File: src/design/tts_pkg.sv
// Shared types and constants of the tick task scheduler.
package tts_pkg;

   typedef enum logic [2:0] {
      MODE_TICK     = 3'd0,
      MODE_DISPATCH = 3'd1,
      MODE_ADD      = 3'd2,
      MODE_DELETE   = 3'd3,
      MODE_STOP     = 3'd4,
      MODE_RESUME   = 3'd5,
      MODE_STATUS   = 3'd6,
      MODE_COUNT    = 3'd7
   } mode_type;

   typedef enum logic [1:0] {
      ST_EMPTY    = 2'd0,
      ST_RUNNABLE = 2'd1,
      ST_STOPPED  = 2'd2,
      ST_UNKNOWN  = 2'd3
   } status_type;

   localparam int unsigned MAX_OUT = 8;

   localparam logic [1:0] REG_TICK_MS = 2'd0;
   localparam logic [1:0] REG_ENABLE  = 2'd1;

   typedef struct packed {
      mode_type    mode;
      logic [7:0]  task_id;
      logic [31:0] period_ms;
      logic [15:0] task_handle;
   } cmd_type;

   typedef struct packed {
      logic [3:0]  slot_id;
      logic [15:0] handle_out;
      logic        dispatched;
      logic [1:0]  slot_state;
      logic        error_flag;
      logic [3:0]  occupied_count;
      logic        last_result;
   } rsp_type;

   typedef enum logic [2:0] {
      BK_IDLE,
      BK_DIV,
      BK_SCAN,
      BK_EMIT,
      BK_DONE
   } back_state_type;

endpackage

File: src/design/tts_cmd_queue.sv
// Two-entry command queue between the front and the back of the scheduler.
module tts_cmd_queue
   import tts_pkg::*;
(
   input  logic    clock,
   input  logic    reset,
   input  logic    push_valid,
   output logic    push_ready,
   input  cmd_type push_word,
   output logic    pop_valid,
   input  logic    pop_ready,
   output cmd_type pop_word
);

   cmd_type    mem_ff [2];
   cmd_type    mem_in [2];
   logic       wr_ptr_ff, wr_ptr_in, rd_ptr_ff, rd_ptr_in;
   logic [1:0] cnt_ff, cnt_in;
   logic       do_push, do_pop;

   assign push_ready = (cnt_ff != 2'd2);
   assign pop_valid  = (cnt_ff != 2'd0);
   assign pop_word   = mem_ff[rd_ptr_ff];
   assign do_push    = push_valid && push_ready;
   assign do_pop     = pop_valid && pop_ready;

   always_comb begin
      mem_in    = mem_ff;
      wr_ptr_in = wr_ptr_ff;
      rd_ptr_in = rd_ptr_ff;
      cnt_in    = cnt_ff;
      if (do_push) begin
         mem_in[wr_ptr_ff] = push_word;
         wr_ptr_in         = ~wr_ptr_ff;
      end
      if (do_pop) begin
         rd_ptr_in = ~rd_ptr_ff;
      end
      if (do_push && !do_pop) begin
         cnt_in = cnt_ff + 2'd1;
      end else if (!do_push && do_pop) begin
         cnt_in = cnt_ff - 2'd1;
      end
   end

   always_ff @(posedge clock) begin
      mem_ff <= mem_in;
      if (reset) begin
         wr_ptr_ff <= 1'b0;
         rd_ptr_ff <= 1'b0;
         cnt_ff    <= 2'd0;
      end else begin
         wr_ptr_ff <= wr_ptr_in;
         rd_ptr_ff <= rd_ptr_in;
         cnt_ff    <= cnt_in;
      end
   end

endmodule

File: src/design/tts_divider.sv
// Iterative ceiling divider, one quotient bit per cycle.
module tts_divider (
   input  logic        clock,
   input  logic        reset,
   input  logic        start,
   input  logic [31:0] dividend,
   input  logic [15:0] divisor,
   output logic        done,
   output logic [31:0] ticks
);

   logic [31:0] quo_ff, quo_in;
   logic [16:0] rem_ff, rem_in;
   logic [15:0] div_ff, div_in;
   logic [5:0]  cnt_ff, cnt_in;
   logic        busy_ff, busy_in;
   logic [16:0] shifted;
   logic        ge;

   assign shifted = {rem_ff[15:0], quo_ff[31]};
   assign ge      = (shifted >= {1'b0, div_ff});

   always_comb begin
      quo_in  = quo_ff;
      rem_in  = rem_ff;
      div_in  = div_ff;
      cnt_in  = cnt_ff;
      busy_in = busy_ff;
      if (start) begin
         quo_in  = dividend;
         rem_in  = '0;
         div_in  = (divisor == 16'd0) ? 16'd1 : divisor;
         cnt_in  = 6'd32;
         busy_in = 1'b1;
      end else if (busy_ff) begin
         rem_in  = ge ? (shifted - {1'b0, div_ff}) : shifted;
         quo_in  = {quo_ff[30:0], ge};
         cnt_in  = cnt_ff - 6'd1;
         busy_in = (cnt_ff != 6'd1);
      end
   end

   assign done  = !busy_ff && (cnt_ff == 6'd0);
   assign ticks = ((rem_ff != 17'd0) || (quo_ff == 32'd0)) ? quo_ff + 32'd1 : quo_ff;

   always_ff @(posedge clock) begin
      quo_ff <= quo_in;
      rem_ff <= rem_in;
      div_ff <= div_in;
      if (reset) begin
         cnt_ff  <= 6'd0;
         busy_ff <= 1'b0;
      end else begin
         cnt_ff  <= cnt_in;
         busy_ff <= busy_in;
      end
   end

endmodule

File: src/design/tts_back.sv
// Back end: slot table, command execution, dispatch scan and result register.
module tts_back
   import tts_pkg::*;
#(
   parameter int NUM_SLOTS = 8
) (
   input  logic        clock,
   input  logic        reset,
   input  logic [15:0] tick_ms,
   input  logic        enable,
   input  logic        cmd_valid,
   output logic        cmd_ready,
   input  cmd_type     cmd_word,
   output logic        rsp_valid,
   input  logic        rsp_ready,
   output rsp_type     rsp_word
);

   localparam int IW = (NUM_SLOTS > 1) ? $clog2(NUM_SLOTS) : 1;
   localparam int CW = $clog2(NUM_SLOTS + 1);

   status_type     status_ff [NUM_SLOTS];
   status_type     status_in [NUM_SLOTS];
   logic [31:0]    count_ff [NUM_SLOTS];
   logic [31:0]    count_in [NUM_SLOTS];
   logic [31:0]    reload_ff [NUM_SLOTS];
   logic [31:0]    reload_in [NUM_SLOTS];
   logic [15:0]    handle_ff [NUM_SLOTS];
   logic [15:0]    handle_in [NUM_SLOTS];
   back_state_type state_ff, state_in;
   cmd_type        cmd_ff, cmd_in;
   logic [IW:0]    idx_ff, idx_in;
   logic [3:0]     nemit_ff, nemit_in;
   logic           out_valid_ff, out_valid_in;
   rsp_type        out_ff, out_in;
   logic           div_start, div_done;
   logic [31:0]    div_ticks;
   logic [CW-1:0]  occ;
   logic           free_found;
   logic [IW-1:0]  free_idx;
   logic           id_ok;
   logic [IW-1:0]  id_idx;
   logic [IW-1:0]  cur;
   logic           cur_ready;
   logic           out_free;
   logic           more_ready;

   tts_divider u_div (
      .clock    (clock),
      .reset    (reset),
      .start    (div_start),
      .dividend (cmd_word.period_ms),
      .divisor  (tick_ms),
      .done     (div_done),
      .ticks    (div_ticks)
   );

   always_comb begin
      occ        = '0;
      free_found = 1'b0;
      free_idx   = '0;
      for (int i = 0; i < NUM_SLOTS; i++) begin
         if (status_ff[i] != ST_EMPTY) begin
            occ = occ + CW'(1);
         end else if (!free_found) begin
            free_found = 1'b1;
            free_idx   = IW'(i);
         end
      end
   end

   always_comb begin
      more_ready = 1'b0;
      for (int i = 0; i < NUM_SLOTS; i++) begin
         if ((IW+1)'(i) > idx_ff && status_ff[i] == ST_RUNNABLE
             && count_ff[i] == 32'd0) begin
            more_ready = 1'b1;
         end
      end
   end

   assign id_ok  = (cmd_ff.task_id >= 8'd1) && ({24'd0, cmd_ff.task_id} <= 32'(NUM_SLOTS))
                   && (status_ff[IW'(cmd_ff.task_id - 8'd1)] != ST_EMPTY);
   assign id_idx = IW'(cmd_ff.task_id - 8'd1);
   assign cur    = idx_ff[IW-1:0];
   assign cur_ready = (status_ff[cur] == ST_RUNNABLE) && (count_ff[cur] == 32'd0);
   assign out_free  = !out_valid_ff || rsp_ready;
   assign cmd_ready = (state_ff == BK_IDLE);
   assign rsp_valid = out_valid_ff;
   assign rsp_word  = out_ff;

   always_comb begin
      unique case (state_ff)
         BK_IDLE: begin
            state_in = cmd_valid ? ((cmd_word.mode == MODE_ADD) ? BK_DIV :
                       (cmd_word.mode == MODE_DISPATCH && enable) ? BK_SCAN : BK_DONE) : BK_IDLE;
         end
         BK_DIV:  state_in = div_done ? BK_DONE : BK_DIV;
         BK_SCAN: begin
            if (idx_ff == (IW+1)'(NUM_SLOTS) || nemit_ff == 4'(MAX_OUT)) begin
               state_in = BK_DONE;
            end else begin
               state_in = cur_ready ? BK_EMIT : BK_SCAN;
            end
         end
         BK_EMIT: state_in = out_free ? BK_SCAN : BK_EMIT;
         BK_DONE: begin
            if (!out_free) begin
               state_in = BK_DONE;
            end else if (cmd_ff.mode == MODE_DISPATCH && nemit_ff != 4'd0) begin
               state_in = BK_IDLE;
            end else begin
               state_in = BK_IDLE;
            end
         end
         default: state_in = BK_IDLE;
      endcase
   end

   always_comb begin
      status_in    = status_ff;
      count_in     = count_ff;
      reload_in    = reload_ff;
      handle_in    = handle_ff;
      cmd_in       = cmd_ff;
      idx_in       = idx_ff;
      nemit_in     = nemit_ff;
      out_in       = out_ff;
      out_valid_in = out_valid_ff && !rsp_ready;
      div_start    = 1'b0;
      unique case (state_ff)
         BK_IDLE: begin
            if (cmd_valid) begin
               cmd_in   = cmd_word;
               idx_in   = '0;
               nemit_in = '0;
               div_start = 1'b0;
            end
         end
         BK_DIV: begin
         end
         BK_SCAN: begin
         end
         BK_EMIT: begin
            if (out_free) begin
               count_in[cur] = reload_ff[cur];
               out_in        = '0;
               out_in.slot_id    = 4'(idx_ff + (IW+1)'(1));
               out_in.handle_out = handle_ff[cur];
               out_in.dispatched = 1'b1;
               out_in.occupied_count = 4'(occ);
               out_in.last_result = !more_ready || (nemit_ff == 4'(MAX_OUT - 1));
               out_valid_in  = 1'b1;
               nemit_in      = nemit_ff + 4'd1;
               idx_in        = idx_ff + (IW+1)'(1);
            end
         end
         BK_DONE: begin
            if (out_free) begin
               out_in = '0;
               out_in.last_result = 1'b1;
               out_valid_in = 1'b1;
               case (cmd_ff.mode)
                  MODE_TICK: begin
                     if (enable) begin
                        for (int i = 0; i < NUM_SLOTS; i++) begin
                           if (status_ff[i] == ST_RUNNABLE && count_ff[i] != 32'd0) begin
                              count_in[i] = count_ff[i] - 32'd1;
                           end
                        end
                     end
                     out_in.occupied_count = 4'(occ);
                  end
                  MODE_DISPATCH: begin
                     out_in.occupied_count = 4'(occ);
                     if (nemit_ff != 4'd0) begin
                        out_in       = out_ff;
                        out_valid_in = 1'b0;
                     end
                  end
                  MODE_ADD: begin
                     if (free_found) begin
                        status_in[free_idx] = ST_RUNNABLE;
                        handle_in[free_idx] = cmd_ff.task_handle;
                        count_in[free_idx]  = div_ticks;
                        reload_in[free_idx] = div_ticks;
                        out_in.slot_id = 4'(free_idx) + 4'd1;
                        out_in.occupied_count = 4'(occ + CW'(1));
                     end else begin
                        out_in.error_flag = 1'b1;
                        out_in.occupied_count = 4'(occ);
                     end
                  end
                  MODE_DELETE, MODE_STOP, MODE_RESUME: begin
                     out_in.error_flag = !id_ok;
                     out_in.occupied_count = 4'(occ);
                     if (id_ok) begin
                        if (cmd_ff.mode == MODE_DELETE) begin
                           status_in[id_idx] = ST_EMPTY;
                           handle_in[id_idx] = '0;
                           out_in.occupied_count = 4'(occ - CW'(1));
                        end else if (cmd_ff.mode == MODE_STOP) begin
                           status_in[id_idx] = ST_STOPPED;
                        end else begin
                           status_in[id_idx] = ST_RUNNABLE;
                        end
                     end
                  end
                  MODE_STATUS: begin
                     out_in.error_flag = !id_ok;
                     out_in.slot_state = id_ok ? status_ff[id_idx] : ST_UNKNOWN;
                     out_in.occupied_count = 4'(occ);
                  end
                  default: begin
                     out_in.occupied_count = 4'(occ);
                  end
               endcase
            end
         end
         default: begin
         end
      endcase
      if (state_ff == BK_IDLE && cmd_valid && cmd_word.mode == MODE_ADD) begin
         div_start = 1'b1;
      end
      if (state_ff == BK_SCAN && !(idx_ff == (IW+1)'(NUM_SLOTS) || nemit_ff == 4'(MAX_OUT))
          && !cur_ready) begin
         idx_in = idx_ff + (IW+1)'(1);
      end
   end

   // A dispatched word is last if no later slot is ready or it is word MAX_OUT.
   always_ff @(posedge clock) begin
      reload_ff <= reload_in;
      handle_ff <= handle_in;
      cmd_ff    <= cmd_in;
      idx_ff    <= idx_in;
      nemit_ff  <= nemit_in;
      out_ff    <= out_in;
      if (reset) begin
         for (int i = 0; i < NUM_SLOTS; i++) begin
            status_ff[i] <= ST_EMPTY;
            count_ff[i]  <= '0;
         end
         state_ff     <= BK_IDLE;
         out_valid_ff <= 1'b0;
      end else begin
         status_ff    <= status_in;
         count_ff     <= count_in;
         state_ff     <= state_in;
         out_valid_ff <= out_valid_in;
      end
   end

endmodule

File: src/design/tick_task_scheduler_unit.sv
// Top level of the tick task scheduler: register port, front queue and back end.
// Usage:
// Commands enter on the req_ channel (valid/ready) as one word each: mode, task_id,
// period_ms and task_handle. Results leave on the rsp_ channel, one word per command,
// or one word per dispatched task for a dispatch, with rsp_last_result on the final one.
// tick_ms and the enable bit are written over the APB port at byte addresses 0 and 4.
// The user must write them only while the block is idle; it does not enforce this.
// A two-entry queue decouples command acceptance from execution.
// Add commands run the 32-step ceiling divider before they take a slot. The table
// scan visits the slots in order and stops on each ready slot to emit its word.
// Reset empties every slot, sets tick_ms to 1 and disables ticking.
// When the receiver stalls the result register holds and the back end waits;
// the queue keeps accepting until it is full.
module tick_task_scheduler_unit
   import tts_pkg::*;
#(
   parameter int NUM_SLOTS = 8
) (
   input  logic        clock,
   input  logic        reset,
   input  logic        req_valid,
   output logic        req_ready,
   input  logic [2:0]  req_mode,
   input  logic [7:0]  req_task_id,
   input  logic [31:0] req_period_ms,
   input  logic [15:0] req_task_handle,
   output logic        rsp_valid,
   input  logic        rsp_ready,
   output logic [3:0]  rsp_slot_id,
   output logic [15:0] rsp_handle_out,
   output logic        rsp_dispatched,
   output logic [1:0]  rsp_slot_state,
   output logic        rsp_error_flag,
   output logic [3:0]  rsp_occupied_count,
   output logic        rsp_last_result,
   input  logic        psel,
   input  logic        penable,
   input  logic        pwrite,
   input  logic [2:0]  paddr,
   input  logic [31:0] pwdata,
   output logic [31:0] prdata,
   output logic        pready
);

   logic [15:0] tick_ms_ff;
   logic        enable_ff;
   cmd_type     req_word, q_word;
   logic        q_valid, q_ready;
   rsp_type     out_word;

   assign pready = 1'b1;
   always_comb begin
      case (paddr[2:2])
         REG_TICK_MS[0]: prdata = {16'd0, tick_ms_ff};
         default:        prdata = {31'd0, enable_ff};
      endcase
   end

   always_ff @(posedge clock) begin
      if (reset) begin
         tick_ms_ff <= 16'd1;
         enable_ff  <= 1'b0;
      end else if (psel && penable && pwrite) begin
         if (paddr[2] == REG_TICK_MS[0]) begin
            tick_ms_ff <= pwdata[15:0];
         end else if (paddr[2] == REG_ENABLE[0]) begin
            enable_ff <= pwdata[0];
         end
      end
   end

   assign req_word = '{mode: mode_type'(req_mode), task_id: req_task_id,
                       period_ms: req_period_ms, task_handle: req_task_handle};

   tts_cmd_queue u_queue (
      .clock      (clock),
      .reset      (reset),
      .push_valid (req_valid),
      .push_ready (req_ready),
      .push_word  (req_word),
      .pop_valid  (q_valid),
      .pop_ready  (q_ready),
      .pop_word   (q_word)
   );

   tts_back #(.NUM_SLOTS(NUM_SLOTS)) u_back (
      .clock     (clock),
      .reset     (reset),
      .tick_ms   (tick_ms_ff),
      .enable    (enable_ff),
      .cmd_valid (q_valid),
      .cmd_ready (q_ready),
      .cmd_word  (q_word),
      .rsp_valid (rsp_valid),
      .rsp_ready (rsp_ready),
      .rsp_word  (out_word)
   );

   assign rsp_slot_id        = out_word.slot_id;
   assign rsp_handle_out     = out_word.handle_out;
   assign rsp_dispatched     = out_word.dispatched;
   assign rsp_slot_state     = out_word.slot_state;
   assign rsp_error_flag     = out_word.error_flag;
   assign rsp_occupied_count = out_word.occupied_count;
   assign rsp_last_result    = out_word.last_result;

endmodule

File: config.mk
export PLATFORM = sky130hd
export DESIGN_NAME = tick_task_scheduler_unit
export DESIGN_NICKNAME = d
export VERILOG_FILES = /design/src/design/tts_pkg.sv /design/src/design/tts_cmd_queue.sv /design/src/design/tts_divider.sv /design/src/design/tts_back.sv /design/src/design/tick_task_scheduler_unit.sv
export SDC_FILE = /design/constraint.sdc
export NUM_CORES = 2
export LEC_CHECK = 0
export BUFFER_PORTS_ARGS = -buffer_cell sky130_fd_sc_hd__buf_2
export CORE_UTILIZATION = 60
export DETAILED_ROUTE_END_ITERATION = 8
export PLACE_DENSITY = 0.76
export REMOVE_ABC_BUFFERS = 1
export SLEW_MARGIN = 20
export SYNTH_ARGS = -nofsm -noshare
export SYNTH_HDL_FRONTEND = slang
export SYNTH_SLANG_ARGS = --single-unit
File: constraint.sdc
create_clock -name clock -period 11.4 [get_ports clock]
set_input_delay 2.28 -clock clock [delete_from_list [all_inputs] [get_ports clock]]
set_output_delay 2.28 -clock clock [all_outputs]
set_load 0.1 [all_outputs]
==> flow_metrics.py <==
metrics = {
    "grt": {
        "grt_use_total": 0.390,
        "first_global_vias": 38300,
        "grt_pass1_wl_um": 234000,
        "grt_max_degree": 85,
        "grt_overflow_total": 0,
        "antenna_found_initial": 5,
    },
    "cells_and_area": {
        "area_delta_synth_final_pct": 10.9,
        "multi_input_area_um2": 21000,
        "register_area_um2": 24900,
        "fill_cells": 5899,
        "final_area_um2": 52500,
        "nNetsFinal": 4862,
        "layout-drive-gt1-share": 0.118,
        "fin_cells": 5828,
    },
    "critical_path": {
        "reg2regPathDepth": 12,
        "critPathCaptureType": "output port",
        "path_cells": "buf_2 > mux2_2 > buf_2",
        "arrival_ns": 3.26,
        "worstSetupStartpointType": "input pin",
        "critPathMaxFanout": 19,
        "cpMaxStageDelayCell": "mux2_2",
        "r2r-end": "u_back.count_ff[93]",
        "r2r_setup_slack_ns": 6.02,
        "worstSetupPathType": "in -> out",
        "worstSetupStartpoint": "paddr[2]",
        "r2r_start": "u_back.u_div.quo_ff[0]",
        "crit_path_frequent_cell": "buf_2",
        "required_ns": 9.12,
        "slowest_delay_ns": 0.39,
    },
    "clocking": {
        "hold_buffers": 0,
        "clk-insertion-delay-late_ns": 0.70,
        "clock_sinks": 935,
        "cts_root_buf": "clkbuf_16",
        "cts_tree": "done",
        "cts_buffer_depth": 3,
        "clk_pin_slew_ns": 0.06,
        "numCtsBuffers": 96,
        "cts_setup_buffers": 0,
        "htreeDepth": 3,
        "post_cts_resized": 0,
    },
    "sta": {
        "post-route-period-util": 0.486,
        "finalSetupViolations": 0,
        "layout_setup_ws_ns": 5.86,
        "rsz0062_at_grt": "no",
        "slew_viol_final": 0,
        "hold_viol": 0,
        "fin_skew_ns": 0.0476,
        "timing.fmax_ghz": 0.180,
        "slew_headroom": 0.110,
        "tns_ns": 0,
        "timing.final.crit_period_ns": 5.54,
        "worst_pin_slew_ns": 1.33,
    },
    "detailed_routing": {
        "dr.pass1.iters": 9,
        "via_per_inst": 6.98,
        "routed_wl_um": 157000,
        "wl_per_cell_um": 27.0,
        "antenna_left": 0,
        "drt-initial-drc-count": 6473,
        "dr_total_vias": 40700,
        "drc": 0,
    },
    "floorplanning": {
        "rows": 102,
        "coreArea_um2": 77700,
        "io_pins": 165,
        "die_area_um2": 80000,
        "start_util": 0.609,
        "die_w_um": 283,
        "die_y_um": 283,
    },
    "placement": {
        "place_ws_ns": 5.86,
        "dp_hpwl_um": 94200,
        "port_buffers": 129,
        "gp_congestion": 1.02,
        "dp.cells": 5644,
        "dpl_cell_area_um2": 49100,
    },
    "hold_path": {
        "hold_end": "u_back.count_ff[61]",
        "worstHoldStart": "u_back.count_ff[61]",
        "hold_class": "reg -> reg",
        "hold_depth": 2,
    },
    "yosys": {
        "yosys_register_bits": 935,
        "synth_commonest_cells": "edfxtp_1 (614), nor2_1 (467), nand2_1 (397)",
        "yosysUniqueCellTypes": 98,
        "synth-warning-count": 0,
        "synth_most_common_cell": "edfxtp_1",
        "synthArstFlopShare": 0,
        "ys.flop_type": "edfxtp_1",
        "synth.area.top_cells": "edfxtp_1 (39%), dfxtp_1 (14%), o21ai_0 (3.7%), nor2_1 (3.7%), a21oi_1 (3.5%)",
        "netlist_instances": 4704,
        "yosysSeqAreaShare": 0.525,
        "synth_edf_count": 614,
        "yosys.area.top_type": "edfxtp_1",
        "yosys.area.top_type_share": 0.390,
        "syn-cell-area_um2": 47300,
        "syn_area_per_cell_um2": 10.1,
    },
    "job": {
        "maxCapViolCount": 0,
    },
    "power_and_ir_drop": {
        "powerDensity_nw_per_um2": 295,
        "power.total_mw": 15.5,
        "vdd_drop_max_v": 0.000164,
        "power_leakage_nw": 18.5,
    },
    "run_status": {
        "status": "completed",
    },
}
[placed cells by master (no fill, tap or decap), drive strengths merged, types with 74 or more instances in the layout]
master	Yosys	routed
nor4	76	76
dfxtp	321	321
nand2	397	397
nand3	74	74
a21oi	336	336
inv	94	97
o22ai	116	116
a211oi	88	88
a22oi	156	156
nor2	467	467
xnor2	169	169
o21ai	360	360
edfxtp	614	614
nor3	154	154
a221oi	94	94
xor2	104	104
buf	79	247
clkbuf	281	130
[through the flow]
stage                     utilization  hold slack, ns
after floorplan                     -           0.435
after global placement          0.631           0.456
after detailed placement        0.631           0.465
after CTS                       0.675           0.475
after global routing            0.675           0.496
final                           0.675           0.482
[worst max-delay path by stage]
stage	end	depth (start not counted)	slack [ns]
3_3_place_gp	prdata[0]	3	5.87
4_1_cts	prdata[0]	3	5.86
2_1_floorplan	u_back.count_ff[60]	7	2.87
6_report	prdata[0]	3	5.86
3_5_place_dp	prdata[0]	3	5.86
5_1_grt	u_back.count_ff[93]	12	5.76
[logic make-up after synthesis]
kind of cell	count (synthesis)	share of synthesized area
buffers and inverters	454	0.0386
AO/OA/AOI/OAI	1421	0.196
multiplexers	108	0.0270
XOR/XNOR	275	0.0524
AND/OR/NAND/NOR	1452	0.145
other	2	0.000159
adder cells (fa/ha/maj)	57	0.0152
flip-flops	935	0.525
[flip-flops by register name (all words and copies together) (netlist names), 17 cells and up, named ones only]
signal and flops:
u_back.count_ff 256, u_queue.mem_ff 118, u_back.reload_ff 256, u_back.rsp_word 29, u_back.u_div.rem_ff 17, u_back.handle_ff 128, u_back.cmd_ff 27, u_back.u_div.quo_ff 32
[layer usage]
layer | wire length, µm | vias up | GRT usage | part of all wire
met1 | 56500 | 19300 | 0.503 | 0.36
met4 | 10900 | 8 | 0.234 | 0.069
met2 | 65700 | 2946 | 0.566 | 0.42
met3 | 23900 | 650 | 0.135 | 0.15
li1 | - | 17700 | - | -
met5 | 88 | - | 0.00244 | 0.00056
[worst max-delay path, delay by kind of cell]
family | cells | cell delay [ns]
buffers and inverters | 2 | 0.59
muxes | 1 | 0.39
[power breakdown]
| group | switching, mW | internal (mW) |
|---|---|---|
| Combinational | 5.22 | 2.38 |
| Sequential | 0.361 | 4.18 |
| Clock | 1.39 | 1.95 |
[cell type report]
class / count / area share
diodes: 3 / 0.000143
clock buffers: 130 / 0.0516
clock inverters: 49 / 0.0127
inverters: 94 / 0.00675
multi-input cells: 3330 / 0.401
flip-flops and latches: 935 / 0.474
well taps: 1040 / 0.0248
repair buffers: 247 / 0.0297
No activity file was read; power rests on OpenSTA's default activity.
